File: config.mk
export PLATFORM = sky130hd
export DESIGN_NAME = sequenced_event_replay_buffer
export DESIGN_NICKNAME = d
export VERILOG_FILES = /design/src/rtl/serb_pkg.sv /design/src/rtl/serb_ring.sv /design/src/rtl/sequenced_event_replay_buffer.sv
export SDC_FILE = /design/constraint.sdc
export NUM_CORES = 2
export LEC_CHECK = 0
export BUFFER_PORTS_ARGS = -buffer_cell sky130_fd_sc_hd__buf_2
export CAP_MARGIN = 10
export CORE_ASPECT_RATIO = 0.5
export CORE_MARGIN = 2
export CORE_UTILIZATION = 48
export CTS_BUF_LIST = sky130_fd_sc_hd__clkbuf_4 sky130_fd_sc_hd__clkbuf_8 sky130_fd_sc_hd__clkbuf_16
export CTS_CLUSTER_DIAMETER = 50
export DETAILED_ROUTE_END_ITERATION = 6
export PLACE_DENSITY = 0.66
export SLEW_MARGIN = 20
export SYNTH_ARGS = -nofsm -noshare
export SYNTH_HDL_FRONTEND = slang
export SYNTH_SLANG_ARGS = --single-unit
File: constraint.sdc
create_clock -name i_clk -period 14.3 [get_ports i_clk]
set_input_delay 1.43 -clock i_clk [delete_from_list [all_inputs] [get_ports i_clk]]
set_output_delay 1.43 -clock i_clk [all_outputs]
set_load 0.01 [all_outputs]
File: src/rtl/serb_pkg.sv
// ---------------------------------------------------------------------------
// serb_pkg: shared codes for the sequenced event replay buffer
// Request types, result kinds and the fixed field widths of the ports.
// ---------------------------------------------------------------------------
package serb_pkg;

    // Fixed field widths
    localparam int CFG_W    = 6;
    localparam int DATA_W   = 32;
    localparam int CURSOR_W = 64;

    // Request types
    localparam logic REQ_PUBLISH = 1'b0;
    localparam logic REQ_REPLAY  = 1'b1;

    // Result kinds
    typedef enum logic [1:0] {
        KIND_PUBLISH = 2'd0,
        KIND_EVENT   = 2'd1,
        KIND_EMPTY   = 2'd2
    } t_kind;

endpackage

File: src/rtl/serb_ring.sv
// ---------------------------------------------------------------------------
// serb_ring: event history ring storage
// One write port and one read port; read data is registered.
// ---------------------------------------------------------------------------
module serb_ring #(
    parameter int DEPTH = 32,
    parameter int WIDTH = 32,
    localparam int AW = (DEPTH > 1) ? $clog2(DEPTH) : 1
) (
    input  logic             i_clk,
    input  logic             i_wr_en,
    input  logic [AW-1:0]    i_wr_addr,
    input  logic [WIDTH-1:0] i_wr_data,
    input  logic [AW-1:0]    i_rd_addr,
    output logic [WIDTH-1:0] o_rd_data
);

    logic [WIDTH-1:0] r_mem [DEPTH];
    logic [WIDTH-1:0] r_rd_data;

    // Write the published payload
    always_ff @(posedge i_clk) begin
        if (i_wr_en) begin
            r_mem[i_wr_addr] <= i_wr_data;
        end
    end

    // Read every cycle into the output register
    always_ff @(posedge i_clk) begin
        r_rd_data <= r_mem[i_rd_addr];
    end

    assign o_rd_data = r_rd_data;

endmodule

File: src/rtl/sequenced_event_replay_buffer.sv
// ---------------------------------------------------------------------------
// sequenced_event_replay_buffer: bounded event history with 64-bit cursors
// Publish stores a payload under the next cursor and trims to capacity;
// replay returns every held event above a cursor, oldest first.
// ---------------------------------------------------------------------------
// Publish: result in the cycle after the request; busy stays low, one publish per cycle.
// Replay: one scan step per held entry through the single compare and ring read port,
//   then a flush step, before the next request is taken.
// Replay results leave as the scan finds them, the last during the cycle busy falls.
// Reset (synchronous, active low) empties the history, zeroes the cursors and
//   sets capacity to 1; results cannot be stalled by the receiver.
module sequenced_event_replay_buffer
    import serb_pkg::*;
#(
    parameter int DEPTH        = 32,
    parameter int PAYLOAD_BITS = 32
) (
    input  logic                i_clk,
    input  logic                i_rst_n,
    input  logic                i_cfg_we,
    input  logic [CFG_W-1:0]    i_cfg_wdata,
    input  logic                start,
    output logic                busy,
    input  logic                i_req_type,
    input  logic [DATA_W-1:0]   i_payload,
    input  logic [CURSOR_W-1:0] i_from_cursor,
    output logic                o_valid,
    output logic [1:0]          o_result_kind,
    output logic [CURSOR_W-1:0] o_event_cursor,
    output logic [DATA_W-1:0]   o_event_data,
    output logic                o_complete,
    output logic [CURSOR_W-1:0] o_newest_cursor,
    output logic                o_last
);

    localparam int AW = (DEPTH > 1) ? $clog2(DEPTH) : 1;
    localparam int CW = $clog2(DEPTH + 1);
    localparam int KW = (CW > CFG_W) ? CW : CFG_W;
    localparam int SW = CW + 1;

    typedef enum logic [1:0] {
        ST_IDLE,
        ST_SCAN,
        ST_FLUSH
    } t_state;

    t_state                  r_state;
    logic [AW-1:0]           r_head;
    logic [CW-1:0]           r_held;
    logic [CW-1:0]           r_cap;
    logic [CURSOR_W-1:0]     r_latest;
    logic [CURSOR_W-1:0]     r_oldest;
    logic [AW-1:0]           r_addr;
    logic [CW-1:0]           r_left;
    logic [CURSOR_W-1:0]     r_cur;
    logic [CURSOR_W-1:0]     r_from;
    logic                    r_cplt;
    logic                    r_pend_vld;
    logic [CURSOR_W-1:0]     r_pend_cur;
    logic [PAYLOAD_BITS-1:0] r_pend_data;
    logic                    r_valid;
    t_kind                   r_kind;
    logic [CURSOR_W-1:0]     r_ocur;
    logic [DATA_W-1:0]       r_odata;
    logic                    r_ocplt;
    logic                    r_olast;

    logic                    accept;
    logic [SW-1:0]           held_inc;
    logic                    trim;
    logic [CURSOR_W-1:0]     n_latest;
    logic [CURSOR_W-1:0]     trim_oldest;
    logic [SW-1:0]           start_sum;
    logic [AW-1:0]           start_slot;
    logic [AW-1:0]           head_inc;
    logic [AW-1:0]           addr_inc;
    logic [AW-1:0]           rd_addr;
    logic [CURSOR_W-1:0]     first_cur;
    logic                    replay_cplt;
    logic [KW-1:0]           cfg_ext;
    logic [CW-1:0]           cap_new;
    logic                    hit;
    logic                    wr_en;
    logic [PAYLOAD_BITS-1:0] pub_data;
    logic [PAYLOAD_BITS-1:0] rd_data;

    assign accept = start && (r_state == ST_IDLE);
    assign busy   = (r_state != ST_IDLE);

    // Publish: grow the count and trim to capacity in one step
    assign held_inc    = {1'b0, r_held} + SW'(1);
    assign trim        = held_inc > {1'b0, r_cap};
    assign n_latest    = r_latest + 64'd1;
    assign trim_oldest = r_latest + 64'd2 - 64'(r_cap);
    assign head_inc    = (r_head == AW'(DEPTH - 1)) ? '0 : r_head + AW'(1);
    assign pub_data    = PAYLOAD_BITS'(i_payload);

    // Replay: oldest held slot and cursor, completeness flag
    assign start_sum  = SW'(r_head) + SW'(DEPTH) - {1'b0, r_held};
    assign start_slot = (start_sum >= SW'(DEPTH)) ? AW'(start_sum - SW'(DEPTH))
                                                  : AW'(start_sum);
    assign first_cur  = r_latest - 64'(r_held) + 64'd1;
    assign replay_cplt = (i_from_cursor == '0) || (r_oldest == '0) ||
                         (i_from_cursor >= r_latest) ||
                         ((i_from_cursor + 64'd1) >= r_oldest);

    // Scan step: advance the ring pointer, compare the cursor
    assign addr_inc = (r_addr == AW'(DEPTH - 1)) ? '0 : r_addr + AW'(1);
    assign hit      = r_cur > r_from;
    assign rd_addr  = (r_state == ST_SCAN) ? addr_inc : start_slot;

    // Clamp the capacity write to 1..DEPTH
    assign cfg_ext = KW'(i_cfg_wdata);
    always_comb begin
        if (cfg_ext == '0) begin
            cap_new = CW'(1);
        end else if (cfg_ext > KW'(DEPTH)) begin
            cap_new = CW'(DEPTH);
        end else begin
            cap_new = CW'(cfg_ext);
        end
    end

    assign wr_en = accept && (i_req_type == REQ_PUBLISH);

    serb_ring #(
        .DEPTH (DEPTH),
        .WIDTH (PAYLOAD_BITS)
    ) u_ring (
        .i_clk     (i_clk),
        .i_wr_en   (wr_en),
        .i_wr_addr (r_head),
        .i_wr_data (pub_data),
        .i_rd_addr (rd_addr),
        .o_rd_data (rd_data)
    );

    // Sequencer, history state and result registers
    always_ff @(posedge i_clk) begin
        if (!i_rst_n) begin
            r_state    <= ST_IDLE;
            r_head     <= '0;
            r_held     <= '0;
            r_cap      <= CW'(1);
            r_latest   <= '0;
            r_oldest   <= '0;
            r_pend_vld <= 1'b0;
            r_valid    <= 1'b0;
        end else begin
            r_valid <= 1'b0;
            if (i_cfg_we) begin
                r_cap <= cap_new;
            end
            unique case (r_state)
                ST_IDLE: begin
                    if (accept && (i_req_type == REQ_PUBLISH)) begin
                        r_head   <= head_inc;
                        r_latest <= n_latest;
                        if (trim) begin
                            r_held   <= r_cap;
                            r_oldest <= trim_oldest;
                        end else begin
                            r_held <= CW'(held_inc);
                            if (r_oldest == '0) begin
                                r_oldest <= n_latest;
                            end
                        end
                        r_valid <= 1'b1;
                        r_kind  <= KIND_PUBLISH;
                        r_ocur  <= n_latest;
                        r_odata <= DATA_W'(pub_data);
                        r_ocplt <= 1'b1;
                        r_olast <= 1'b1;
                    end else if (accept) begin
                        r_from     <= i_from_cursor;
                        r_cplt     <= replay_cplt;
                        r_cur      <= first_cur;
                        r_addr     <= start_slot;
                        r_left     <= r_held;
                        r_pend_vld <= 1'b0;
                        r_state    <= (r_held == '0) ? ST_FLUSH : ST_SCAN;
                    end
                end
                ST_SCAN: begin
                    // Hold one hit back so the final one can carry last
                    if (hit) begin
                        if (r_pend_vld) begin
                            r_valid <= 1'b1;
                            r_kind  <= KIND_EVENT;
                            r_ocur  <= r_pend_cur;
                            r_odata <= DATA_W'(r_pend_data);
                            r_ocplt <= r_cplt;
                            r_olast <= 1'b0;
                        end
                        r_pend_vld  <= 1'b1;
                        r_pend_cur  <= r_cur;
                        r_pend_data <= rd_data;
                    end
                    r_cur  <= r_cur + 64'd1;
                    r_addr <= addr_inc;
                    r_left <= r_left - CW'(1);
                    if (r_left == CW'(1)) begin
                        r_state <= ST_FLUSH;
                    end
                end
                ST_FLUSH: begin
                    r_valid <= 1'b1;
                    r_ocplt <= r_cplt;
                    r_olast <= 1'b1;
                    if (r_pend_vld) begin
                        r_kind  <= KIND_EVENT;
                        r_ocur  <= r_pend_cur;
                        r_odata <= DATA_W'(r_pend_data);
                    end else begin
                        r_kind  <= KIND_EMPTY;
                        r_ocur  <= '0;
                        r_odata <= '0;
                    end
                    r_pend_vld <= 1'b0;
                    r_state    <= ST_IDLE;
                end
                default: begin
                    r_state <= ST_IDLE;
                end
            endcase
        end
    end

    assign o_valid         = r_valid;
    assign o_result_kind   = r_kind;
    assign o_event_cursor  = r_ocur;
    assign o_event_data    = r_odata;
    assign o_complete      = r_ocplt;
    assign o_newest_cursor = r_latest;
    assign o_last          = r_olast;

    // A publish request is acknowledged in the next cycle as a final result
    a_pub_ack: assert property (@(posedge i_clk) disable iff (!i_rst_n)
        (accept && (i_req_type == REQ_PUBLISH)) |=>
            (o_valid && o_last && (o_result_kind == KIND_PUBLISH)))
        else $error("publish request not acknowledged");

    // The final result of a request leaves the sequencer idle
    a_last_idle: assert property (@(posedge i_clk) disable iff (!i_rst_n)
        (o_valid && o_last) |-> (r_state == ST_IDLE))
        else $error("final result while sequencer still busy");

    // The held count never exceeds the ring depth or the capacity after publish
    a_held_bound: assert property (@(posedge i_clk) disable iff (!i_rst_n)
        (accept && (i_req_type == REQ_PUBLISH)) |=>
            ((r_held <= r_cap) && (r_held <= CW'(DEPTH))))
        else $error("held count above capacity after publish");

    // The scan only runs with entries left to visit
    a_scan_left: assert property (@(posedge i_clk) disable iff (!i_rst_n)
        (r_state == ST_SCAN) |-> (r_left != '0))
        else $error("scan with no entries left");

    // An empty replay is a single final result with zero cursor and data
    a_empty_form: assert property (@(posedge i_clk) disable iff (!i_rst_n)
        (o_valid && (o_result_kind == KIND_EMPTY)) |->
            (o_last && (o_event_cursor == '0) && (o_event_data == '0)))
        else $error("malformed empty replay result");

endmodule

# Word-level counts from Yosys, hierarchy flattened
# Memories as Yosys holds them, arrays and structs flattened. A register that Yosys moved wholly into a read port is not among the register bits.
# Cells that the tools add are included.
# word_totals
register_bits,485
memories,1
in_bits,107
ram_bits,1024
wordCells,130
# memory_table
name,words,word_bits,read_ports,rd_clocked_by_memory_dff,wr,line_no,text
u_ring.r_mem,32,32,1,1,1,serb_ring.sv:18,logic [WIDTH-1:0] r_mem [DEPTH];
# classes
n_lt_le_gt_ge,6
n_addsub,14
bitwise,2
n_reduce_logical,22
mux,54
eq_ne,11
# ops
cell,count
64-bit two-way mux,8
"64-bit by 1-bit adder with 64-bit output, second input constant",4
64-bit case mux with 3 select lines,1
64-bit >= comparator,2
64-bit logical NOT,2
32-bit two-way mux,4
64-bit case mux with 2 select lines,1
64-bit by 6-bit subtractor with 64-bit output,2
32-bit case mux with 3 select lines,1
"64-bit by 2-bit adder with 64-bit output, second input constant",1
64-bit > comparator,1
5-bit two-way mux,6
6-bit two-way mux,5
2-bit two-way mux,8
6-bit logical NOT,2
1-bit two-way mux,12
1-bit case mux with 3 select lines,4
6-bit case mux with 2 select lines,1
4-bit AND reduction,3
"5-bit by 1-bit adder with 5-bit output, second input constant",2
"5-bit equality test, second input constant",2
5-bit case mux with 2 select lines,1
3-bit AND reduction,3
"2-bit inequality test, second input constant",4
22 further kinds,29

# Logic depth before layout (Yosys ltp)
# depth
word_depth,7
ltp_mapped,19

# Cells and area by module
# Synthesis repeated with hierarchy kept, for this count alone.
# hier_totals
hier_cells,6013
area_unflattened_um2,74544.0
# by_module_without_submodules
mod,area_per_inst_um2,instances,seq_area_each_um2,cells_per_inst
serb_ring,40492.6,1,31390.1,2260
sequenced_event_replay_buffer,34051.4,1,13072.5,3753

# Worst setup path after synthesis
# No wires, ideal clock.
# synth_path
kind,register -> register
start,register r_cur[47]
end,"register r_pend_cur[0], enable pin"
path_stages_with_launch,9
synth_period_minus_slack_ps,12169
setup_slack_ps,2131
n_path_buf,0
arrival_ps,11383
setup_ps,786
cell_sequence,edfxtp_1 ha_1 nand4_1 or3_1 or4_1 or4_1 o21ai_0 a211oi_1 nor4_1
# synth_via
elab_chain_cells,2
# synth_rtl
item,line_no,text
"start, declared",sequenced_event_replay_buffer.sv:55,logic [CURSOR_W-1:0] r_cur;
"start signal, assigned",sequenced_event_replay_buffer.sv:177,r_cur <= first_cur;
"start signal, assigned",sequenced_event_replay_buffer.sv:199,r_cur <= r_cur + 64'd1;
64-bit > comparator,sequenced_event_replay_buffer.sv:109,assign hit = r_cur > r_from;
3-bit AND reduction (no source line),-,
"end signal, assigned",sequenced_event_replay_buffer.sv:196,r_pend_cur <= r_cur;
"end, declared",sequenced_event_replay_buffer.sv:59,logic [CURSOR_W-1:0] r_pend_cur;
# Every way passes these cells.
# A chain may end at the register's enable or synchronous reset.

# Worst setup path in the final report
# layout_path
start,input i_from_cursor[0]
end,register r_cplt (data pin)
# layout_via
elab_chain_cells,4
word_cells_on_any_way,7
cone_classes,add/sub: 1; order compare: 2; reduce/logical: 4
# layout_rtl
item,line_no,text
"start, declared",sequenced_event_replay_buffer.sv:26,"input logic [CURSOR_W-1:0] i_from_cursor,"
"parallel branches: the longest is 3 deep, another holds 64-bit by 1-bit adder with 64-bit output",-,
1-bit logical OR (*),sequenced_event_replay_buffer.sv:104,(i_from_cursor >= r_latest) ||
named net replay_cplt,sequenced_event_replay_buffer.sv:79,logic replay_cplt;
"end signal, assigned",sequenced_event_replay_buffer.sv:176,r_cplt <= replay_cplt;
"end, declared",sequenced_event_replay_buffer.sv:57,logic r_cplt;
# Mark *: on every way through the listed nets, which the timed path passes.

==> reports/metrics.yaml <==
outcome:
  status: "complete, no violations"
cts:
  clk_latency_ns: 0.82
  ctsRootBufferMaster: "clkbuf_16"
  post_cts_buffers: 0
  cts_tree: "yes"
  path_clk_slew_ns: 0.07
  htree_levels: 4
  cts_buffers: 155
  post_cts_resized: 0
  cts_sinks: 1541
  hold_buffers: 0
  ctsLongestPathBuffers: 4
sta:
  hold_viol_final: 0
  fin_crit_sh: 0.403
  drv_slew: 0
  clock_skew_ns: 0.0693
  hold_ws_ns: 0.407
  max_freq_mhz: 174
  relSlewSlack: 0.146
  setup_tns_ns: 0
  tightest_slew_ns: 1.28
  rsz0062_at_grt: "false"
  setup_viol: 0
  post-route-min-period_ns: 5.76
drt:
  wl_per_cell_microns: 26.9
  vias_per_cell: 6.08
  post-route-drc-count: 0
  vias: 54700
  finalWirelength_microns: 242000
  drt_iter0_markers: 6116
  ant_nets: 0
  dr.pass1.iters: 6
cells_and_area:
  final_nets: 7265
  stdcell_count: 8999
  seq_area_sq_um: 44500
  fillers: 13300
  multi_input_area_sq_um: 28800
  syn2layout_area_growth_pct: 11.6
  final_core_util: 0.541
  drive_above_1_share: 0.107
global_routing:
  antenna_found_initial: 14
  first_global_vias: 51500
  grt.total_usage: 0.294
  grt_start_max_net_pins: 202
  grt_pass1_wl_microns: 349000
  overflow: 0
critical_path:
  r2r-start: "r_addr[0]$_DFFE_PP_"
  critPathRequiredTime_ns: 14.81
  worst_ep_arrival_time_ns: 6.27
  cp-start-kind: "input port"
  critPathKind: "input port to register"
  r2r_cells: 13
  r2r-end: "u_ring.o_rd_data[9]$_DFF_P_"
  worstPathMaxFanout: 6
  cp-end-kind: "register"
  r2r_slack_ns: 8.63
logic_synthesis:
  yosysUniqueCellTypes: 77
  synth_warnings: 0
  synth-seq-cells: 1541
  synthFlopType: "edfxtp_1"
  ys_seq_area_frac: 0.590
  synthesis.area_sq_um: 75300
  synth_cells: 6634
  synthArstFlopShare: 0
  syn_avg_cell_area_sq_um: 11.4
  synth_edf_count: 1360
  synth_nets: 7101
hold_path:
  holdPathEnd: "r_pend_data[25]$_DFFE_PP_"
  hold_depth: 0
  hp-start: "u_ring.o_rd_data[25]$_DFF_P_"
  min_path_type: "register to register"
power_and_ir_drop:
  power_mw: 14.6
  p_leak_nw: 30.3
  power_per_cell_area_nw_per_um2: 174
  irDropWorstVdd_uv: 237
placement:
  dpl.cell_count: 8721
  place_congestion: 1.02
  port_buffers: 272
  dp_hpwl_microns: 158000
run:
  maxCapViolations: 0
floorplan:
  start_util: 0.485
  num_rows: 102
  die_x_microns: 564
  core_area_sq_um: 155000
  die_y_microns: 284
  pin_count: 273
  die-area_sq_um: 160000
-- worst max-delay path: stages --
cell and delay [ns]:
buf_2 0.13, ha_1 0.21, nand2_1 0.08, nor2_1 0.50
nand4_1 0.46, nor2_1 0.74, and2_0 0.44, and3_1 0.31
nand4_1 0.13, xnor2_1 0.16, ha_1 0.17, a21o_1 0.16
a21o_1 0.17, a221oi_1 0.32, nor2_1 0.10, o31ai_1 0.21
nand4_1 0.13, a311oi_1 0.28, o21ai_0 0.12
-- synthesized netlist by cell type, types with 25 or more instances --
| cell type | count | share of area |
|---|---|---|
| a31oi_1 | 118 | 0.0098 |
| a21oi_1 | 275 | 0.018 |
| nand3_1 | 194 | 0.013 |
| a31o_2 | 36 | 0.0042 |
| o211ai_1 | 80 | 0.0080 |
| xor2_1 | 83 | 0.0097 |
| nand4_1 | 125 | 0.010 |
| edfxtp_1 | 1360 | 0.54 |
| dfxtp_1 | 181 | 0.048 |
| xnor2_1 | 276 | 0.032 |
| nor4_1 | 51 | 0.0042 |
| nor3_1 | 64 | 0.0043 |
| a211o_1 | 35 | 0.0041 |
| a211oi_1 | 382 | 0.038 |
| nand2_1 | 764 | 0.038 |
| a311oi_1 | 38 | 0.0044 |
| mux2i_1 | 77 | 0.010 |
| a21o_1 | 78 | 0.0078 |
| o21ai_0 | 347 | 0.023 |
| buf_1 | 25 | 0.0012 |
| and2_1 | 207 | 0.017 |
| ha_1 | 357 | 0.059 |
| inv_1 | 289 | 0.014 |
| and3_1 | 38 | 0.0032 |
| clkbuf_1 | 314 | 0.016 |
| nor2_1 | 506 | 0.025 |
| or3_1 | 33 | 0.0027 |
-- power by group --
| group | total (mW) | internal [mW] | switching (mW) |
|---|---|---|---|
| clock | 4.06 | 2.29 | 1.77 |
| sequential | 5.55 | 5.33 | 0.221 |
| combinational | 5.01 | 1.66 | 3.36 |
-- sequential cells by signal, indices dropped and copies added (netlist names) --
name / flops
r_state: 2
o_complete: 1
o_valid: 1
o_newest_cursor: 64
u_ring.o_rd_data: 32
r_left: 6
r_pend_cur: 64
r_held: 6
r_from: 64
r_cplt: 1
r_cap: 6
r_pend_vld: 1
r_addr: 5
o_event_cursor: 64
o_last: 1
r_cur: 64
u_ring.r_mem: 1024
r_oldest: 64
r_pend_data: 32
r_head: 5
o_result_kind: 2
o_event_data: 32
-- area by class of cell --
cell class,instances,share of cell area
Inverter,292,0.0132
Sequential cell,1541,0.529
Clock inverter,71,0.00738
Timing Repair Buffer,367,0.0251
Clock buffer,203,0.0517
Antenna cell,4,0.000119
Multi-Input combinational cell,4441,0.343
Tap cell,2080,0.0310
-- through the flow --
step / setup slack, ns / instance area (sq um)
floorplan: 2.13 / 75300
global placement: 7.97 / 79100
detailed placement: 7.86 / 79100
CTS: 8.67 / 84000
global route: 8.30 / 84100
finish: 8.54 / 84100
-- kinds of logic (layout without fill, tap and decap cells) --
logic type / count (synthesis) / count (layout) / synth area share
other: 0 / 4 / 0
XOR/XNOR: 359 / 359 / 0.0418
flip-flops: 1541 / 1541 / 0.590
AO/OA/AOI/OAI: 1545 / 1545 / 0.134
multiplexers: 81 / 81 / 0.0108
buffers and inverters: 652 / 933 / 0.0330
AND/OR/NAND/NOR: 2096 / 2096 / 0.129
adder cells (fa/ha/maj): 360 / 360 / 0.0601
-- worst max path at each step --
| stage | start | to | cells after the start |
|---|---|---|---|
| after detailed placement | i_from_cursor[0] | r_cplt$_DFFE_PP_ | 19 |
| after floorplan | r_cur[47]$_DFFE_PP_ | r_pend_cur[0]$_DFFE_PP_ | 8 |
| final | i_from_cursor[0] | r_cplt$_DFFE_PP_ | 19 |
| after global placement | i_from_cursor[0] | r_cplt$_DFFE_PP_ | 19 |
| after CTS | i_from_cursor[0] | r_cplt$_DFFE_PP_ | 19 |
| after global routing | r_addr[0]$_DFFE_PP_ | u_ring.o_rd_data[10]$_DFF_P_ | 13 |
-- metal layers --
| metal | track usage | vias up | part of all wire |
|---|---|---|---|
| li1 | - | 24900 | - |
| met1 | 0.424 | 27200 | 0.44 |
| met2 | 0.456 | 2237 | 0.45 |
| met3 | 0.0425 | 402 | 0.074 |
| met4 | 0.101 | 8 | 0.035 |
| met5 | 0 | - | 0.00023 |
-- layout by cell type (no fill, tap or decap), types with 272 or more instances in the layout --
master	n
a211oi_1	380
a21oi_1	274
buf_2	272
xnor2_1	276
o21ai_0	347
ha_1	355
inv_1	289
nand2_1	763
edfxtp_1	1360
nor2_1	476
Power figures use the tool's default switching activity.
